$ cat config.mk
export PLATFORM = sky130hd
export DESIGN_NAME = dea_ctrl
export DESIGN_NICKNAME = d
export VERILOG_FILES = /design/src/rtl/core/dea_pkg.sv /design/src/rtl/core/dea_ctrl.sv
export SDC_FILE = /design/constraint.sdc
export NUM_CORES = 1
export LEC_CHECK = 0
export BUFFER_PORTS_ARGS = -buffer_cell sky130_fd_sc_hd__buf_2
export CAP_MARGIN = 25
export CORE_AREA = 2 2 39 41
export CTS_BUF_LIST = sky130_fd_sc_hd__clkbuf_8 sky130_fd_sc_hd__clkbuf_16
export CTS_CLUSTER_DIAMETER = 50
export CTS_CLUSTER_SIZE = 8
export DETAILED_ROUTE_END_ITERATION = 8
export DIE_AREA = 0 0 41 43
export PLACE_DENSITY_LB_ADDON = 0.12
export SLEW_MARGIN = 20
export SYNTH_ARGS = -nofsm -noshare
export SYNTH_HDL_FRONTEND = slang
export SYNTH_SLANG_ARGS = --single-unit
$ cat constraint.sdc
create_clock -name clk -period 1.3 [get_ports clk]
set_input_delay 0.26 -clock clk [delete_from_list [all_inputs] [get_ports clk]]
set_output_delay 0.26 -clock clk [all_outputs]
set_load 0.02 [all_outputs]
$ cat src/rtl/core/dea_pkg.sv
// Shared types and codes for the doorbell event allocator.
package dea_pkg;

    localparam int EVENT_NUM_W = 10;
    localparam int TOKEN_W     = 32;
    localparam int REQ_W       = 2;
    localparam int STATUS_W    = 2;

    localparam logic [REQ_W-1:0] REQ_ALLOC = 2'd0;
    localparam logic [REQ_W-1:0] REQ_FREE  = 2'd1;
    localparam logic [REQ_W-1:0] REQ_RING  = 2'd2;

    localparam logic [STATUS_W-1:0] ST_OK        = 2'd0;
    localparam logic [STATUS_W-1:0] ST_FULL      = 2'd1;
    localparam logic [STATUS_W-1:0] ST_NOT_ALLOC = 2'd2;

    typedef enum logic [7:0] {
        S_CLEAR = 8'b0000_0001,
        S_IDLE  = 8'b0000_0010,
        S_TOP   = 8'b0000_0100,
        S_MID   = 8'b0000_1000,
        S_LOW   = 8'b0001_0000,
        S_LOOK  = 8'b0010_0000,
        S_CHECK = 8'b0100_0000,
        S_DONE  = 8'b1000_0000
    } state_t;

    typedef struct packed {
        logic accept;
        logic clr_step;
        logic top_step;
        logic mid_step;
        logic low_step;
        logic look_step;
        logic check_step;
        logic load;
    } dea_cmd_t;

    typedef struct packed {
        logic clr_last;
        logic req_alloc;
        logic top_full;
        logic out_free;
    } dea_stat_t;

endpackage

$ cat src/rtl/core/dea_ctrl.sv
// Controller state machine of the doorbell event allocator.
module dea_ctrl
    import dea_pkg::*;
(
    input  logic      clk,
    input  logic      rst_n,
    input  logic      in_valid,
    output logic      in_ready,
    input  dea_stat_t stat,
    output dea_cmd_t  cmd
);

    state_t state_reg;
    state_t state_next;

    always_ff @(posedge clk or negedge rst_n)
    begin
        if (!rst_n)
        begin
            state_reg <= S_CLEAR;
        end
        else
        begin
            state_reg <= state_next;
        end
    end

    always_comb
    begin
        state_next = state_reg;
        cmd        = '0;
        in_ready   = 1'b0;
        unique case (state_reg)
            S_CLEAR:
            begin
                cmd.clr_step = 1'b1;
                if (stat.clr_last)
                begin
                    state_next = S_IDLE;
                end
            end
            S_IDLE:
            begin
                in_ready = 1'b1;
                if (in_valid)
                begin
                    cmd.accept = 1'b1;
                    state_next = stat.req_alloc ? S_TOP : S_LOOK;
                end
            end
            S_TOP:
            begin
                cmd.top_step = 1'b1;
                state_next   = stat.top_full ? S_DONE : S_MID;
            end
            S_MID:
            begin
                cmd.mid_step = 1'b1;
                state_next   = S_LOW;
            end
            S_LOW:
            begin
                cmd.low_step = 1'b1;
                state_next   = S_DONE;
            end
            S_LOOK:
            begin
                cmd.look_step = 1'b1;
                state_next    = S_CHECK;
            end
            S_CHECK:
            begin
                cmd.check_step = 1'b1;
                state_next     = S_DONE;
            end
            S_DONE:
            begin
                if (stat.out_free)
                begin
                    cmd.load   = 1'b1;
                    state_next = S_IDLE;
                end
            end
            default:
            begin
                state_next = S_CLEAR;
            end
        endcase
    end

endmodule

After elaboration in Yosys (flattened, before gate mapping)
Cells that the tools add are included.
W data, S select, Z words.
{"block": "totals", "register_bits": 8, "output_inout_bits": 9, "word_cells": 31, "inputBits": 7}
{"block": "classes", "eq_ne": 11, "mux": 17, "n_reduce_logical": 2}
{"cell": "$pmux W8 S7", "count": 1}
{"cell": "$mux W8", "count": 4}
{"cell": "$mux W1", "count": 11}
{"cell": "$eq A8 B1 Y1 const B", "count": 1}
{"cell": "$eq A8 B2 Y1 const B", "count": 1}
{"cell": "$eq A8 B3 Y1 const B", "count": 1}
{"cell": "$eq A8 B4 Y1 const B", "count": 1}
{"cell": "$eq A8 B5 Y1 const B", "count": 1}
{"cell": "$eq A8 B6 Y1 const B", "count": 1}
{"cell": "$eq A8 B7 Y1 const B", "count": 1}
{"cell": "$eq A8 B8 Y1 const B", "count": 1}
{"cell": "$mux W6", "count": 1}
{"cell": "$ne A2 B2 Y1 const B", "count": 3}
{"cell": "$reduce_and A3 Y1", "count": 1}
{"cell": "$reduce_or A2 Y1", "count": 1}

Depth between registers and ports, before layout
{"block": "logic_depth", "depth_word": 3, "mapped_depth": 5, "ltp_nobuf": 5}

Least setup slack after synthesis
Ideal clock, no wire load.
{"block": "synth_path", "kind": "register -> output", "from": "reg state_reg[1]", "to": "out cmd[4] in the netlist's numbering", "arrival_time_ns": 1.407, "required_ns": 1.040, "stages_incl_launch_ff": 4, "setup_slack_ns": -0.367, "n_path_buf": 0, "cell_sequence": "dfrtp_1 -> nor4_4 -> nand2_2 -> nor3b_1"}
{"element": "start: declaration", "line": "dea_ctrl.sv:13", "source": "state_t state_reg;"}
{"element": "start signal: assignment", "line": "dea_ctrl.sv:24", "source": "state_reg <= state_next;"}
{"element": "end: declaration", "line": "dea_ctrl.sv:10", "source": "output dea_cmd_t cmd"}

==> impl_results.md <==
- Status: finished with violations
- Final Power: between 1.5 and 2 mW
- R2R cell count: 7
- GP Congestion: about 0.76
- Post-Syn Nets: 54
- R2R Path End: state_reg[7]
- Initial DRC count: 17
- Largest net degree at the start of global routing: 9
- Initial antenna violation count: 0
- Fin crit period: ~1.7 ns
- Worst Setup End Kind: output port
- Die W: 41 µm
- Vias/cell: roughly 5.2
- Tightest Pin Transition: slightly below 0.3 ns
- Design area: 980 µm²
- IO Port Bufs: 15
- Count of final setup violators: 15
- Initial Util: roughly 36%
- Top Ports: 16
- Core Area: roughly 0.0014 mm²
- Worst hold-check path type: in -> reg
- Post-DP HPWL: roughly 970 µm
- RSZ-0062 raised after global routing: yes
- Post-route ant nets: 0
- Gr ovfl total: 0
- Power share of the clock group: 19.1%
- Drt pass-1 iters: 4
- Fill cells: 103
- Rel. slew slack: about four fifths
- Die Ht: ~43 µm
- Clock slew at the register clock pins of the worst setup and hold paths: around 0.040 ns
- Global-route wire length before repair: between 2000 and 3000 µm
- Sequential fraction of the synthesis area: between 40 and 50%
- Maximum buffer depth of the clock tree: 2
- Number of buffers created by CTS: 3
- Worst skew pair latency: between 0.2 and 0.25 ns
- Top-area cell type share of the netlist area: 35.4%
- Failing checks: setup timing
- Routed WL per cell: around 15 µm
- # Max-Cap Violations: 0
- Max FFs per register: 8
- Max Clock Freq: around 570 MHz
- Synth warn: 0
- Root Buffer Master: clkbuf_8
- Synth-to-layout area growth: 98.2%
- FF-to-FF setup slack: -0.23 ns
- Average size of a mapped cell: between 10 and 15 µm²
- Peak VDD IR: between 900 and 1000 µV
- Switching Fraction: roughly 36%
- WL final: between 1500 and 2000 µm
- Mapped Cells: 47
- Number of synthesized register bits: 8
- CTS sink cnt: 8
- Final period utilization: 134%
- Crit. Startpoint: state_reg[1]
- Max Slew Vio Count: 0
- CTS tree: built
- Worst endpoint required time: 1.04 ns
- Largest area contributor in the netlist: dfrtp_1
- Hold WS: 0.257 ns
- Hold Violations, Final: 0
- Final-stage net count: 99
- H-tree depth: 1
- Top cells by area, synth: dfrtp_1, nor4_4, dfstp_2
- Placed Area: between 700 and 800 µm²
- Critical Path Sink: cmd[2]
- Floorplan row count: 14
- Min-Delay Startpoint: stat[1]
- Total GRT Usage: between 20% and 30%
- Clock Skews: roughly 0.0028 ns
- Cell Area, Synth: around 490 µm²
- Startpoint Class: register
- Logic pwr share: between 50 and 60%
- Switching pwr: between 0.5 and 0.6 mW
- Post-place setup slack: -0.247 ns
- Worst R2R Start: state_reg[2]
- Vias in the first global route: 568
- Vias post-DR: between 500 and 600
- Leakage: just under 0.5 nW
- Drt drc: 0
- Sequential Power Share: 22.6%
- Crit path DAT: 1.48 ns
- Layout cell share with drive strength beyond 1: roughly 70%
- CP Class: reg -> out
- PwrDens: 1610 mW/mm²
- Die area: 0.00176 mm²
- Number of distinct library cells after synthesis: 28
- P_int: between 1 and 1.5 mW
- Final WS setup: -0.439 ns
- Largest fanout on the critical path: 3
- Diodes inserted: 0
==> critical path, stage by stage, from the launching register on <==
cell and delay, ns:
dfrtp_1 0.41, nor4_4 0.31, buf_4 0.18, and4b_2 0.24, buf_6 0.12
==> synthesized netlist by cell type <==
library cell / number
dfstp_2: 1
inv_1: 3
nor4_4: 2
inv_2: 1
and3_2: 1
and4b_2: 1
dfrtp_1: 7
nand4b_1: 1
nand3b_1: 1
or2_0: 1
nor3b_2: 1
o21ai_1: 1
nor4b_1: 3
nand2_1: 3
nand4b_2: 1
o211ai_1: 1
nor3b_1: 2
a21o_1: 1
nand3_1: 2
and4b_1: 1
o21ai_0: 1
and2b_1: 2
o22ai_1: 2
nand2_2: 1
and2_4: 1
nor2_1: 3
and3_1: 1
xor2_1: 1
==> power by group through the flow <==
stage / registers (mW) / clock network (mW) / logic (mW)
floorplan: 0.373 / 0 / 0.330
global placement: 0.354 / 0 / 0.634
detailed placement: 0.356 / 0 / 0.639
CTS: 0.356 / 0.307 / 0.890
global route: 0.363 / 0.331 / 0.969
finish: 0.358 / 0.302 / 0.922
==> worst min-delay path by stage <==
stage              endpoint  cells after the start  slack (ns)
2_1_floorplan  state_reg[1]                      0       -0.04
3_3_place_gp   state_reg[4]                      1        0.12
3_5_place_dp   state_reg[4]                      1        0.12
4_1_cts        state_reg[7]                      2        0.25
5_1_grt        state_reg[7]                      2        0.26
6_report       state_reg[7]                      2        0.26
==> logic make-up (layout without fill, tap and decap cells) <==
| group | Yosys count | after routing | synth area share [%] |
|---|---|---|---|
| buffers and inverters | 4 | 48 | 3.04 |
| AND/OR/NAND/NOR | 28 | 28 | 46.8 |
| XOR/XNOR | 1 | 1 | 1.77 |
| flip-flops | 8 | 8 | 40.8 |
| AO/OA/AOI/OAI | 6 | 6 | 7.59 |
==> area by class of cell <==
cell class,instances,area (µm²),share of cell area (%)
clock buffers,3,41.3,4.21
flip-flops and latches,8,201,20.6
inverters,4,15.0,1.53
repair buffers,40,333,34.0
multi-input cells,35,365,37.3
clock inverters,1,3.75,0.383
well taps,16,20.0,2.04
==> through the flow <==
| stage | instances | utilization [%] | setup TNS [ns] |
|---|---|---|---|
| 2_1_floorplan | 47 | - | -1.49 |
| 3_3_place_gp | 98 | 55.2 | -1.99 |
| 3_5_place_dp | 98 | 55.2 | -2.07 |
| 4_1_cts | 108 | 70.3 | -4.31 |
| 5_1_grt | 107 | 70.8 | -5.44 |
| 6_report | 107 | 70.8 | -4.44 |
==> what timing repair did <==
action | 4_1_cts | 5_1_grt
hold buffers | 1 | 0
setup endpoints to repair | 15 | 17
endpoints found under the hold margin | 7 | 0
pin swaps | 8 | 1
setup buffers | 7 | 1
resized for setup | 30 | 3
==> metal layers <==
layer | wire, µm | share of wire [%] | vias to the layer above | track usage (%)
met5 | 0 | 0 | - | 0
met4 | 30 | 1.9 | 0 | 12.0
met3 | 73 | 4.6 | 4 | 5.76
met2 | 853 | 54 | 21 | 35.3
met1 | 634 | 40 | 270 | 26.2
li1 | - | - | 264 | -
==> placed cells by master (no fill, tap or decap), types with 3 or more instances in the layout <==
master,count
buf_2,6
buf_4,21
buf_6,12
clkbuf_8,3
dfrtp_1,7
inv_2,4
nor2_1,3
nor4b_4,3
(Power assumes the default switching activity.)
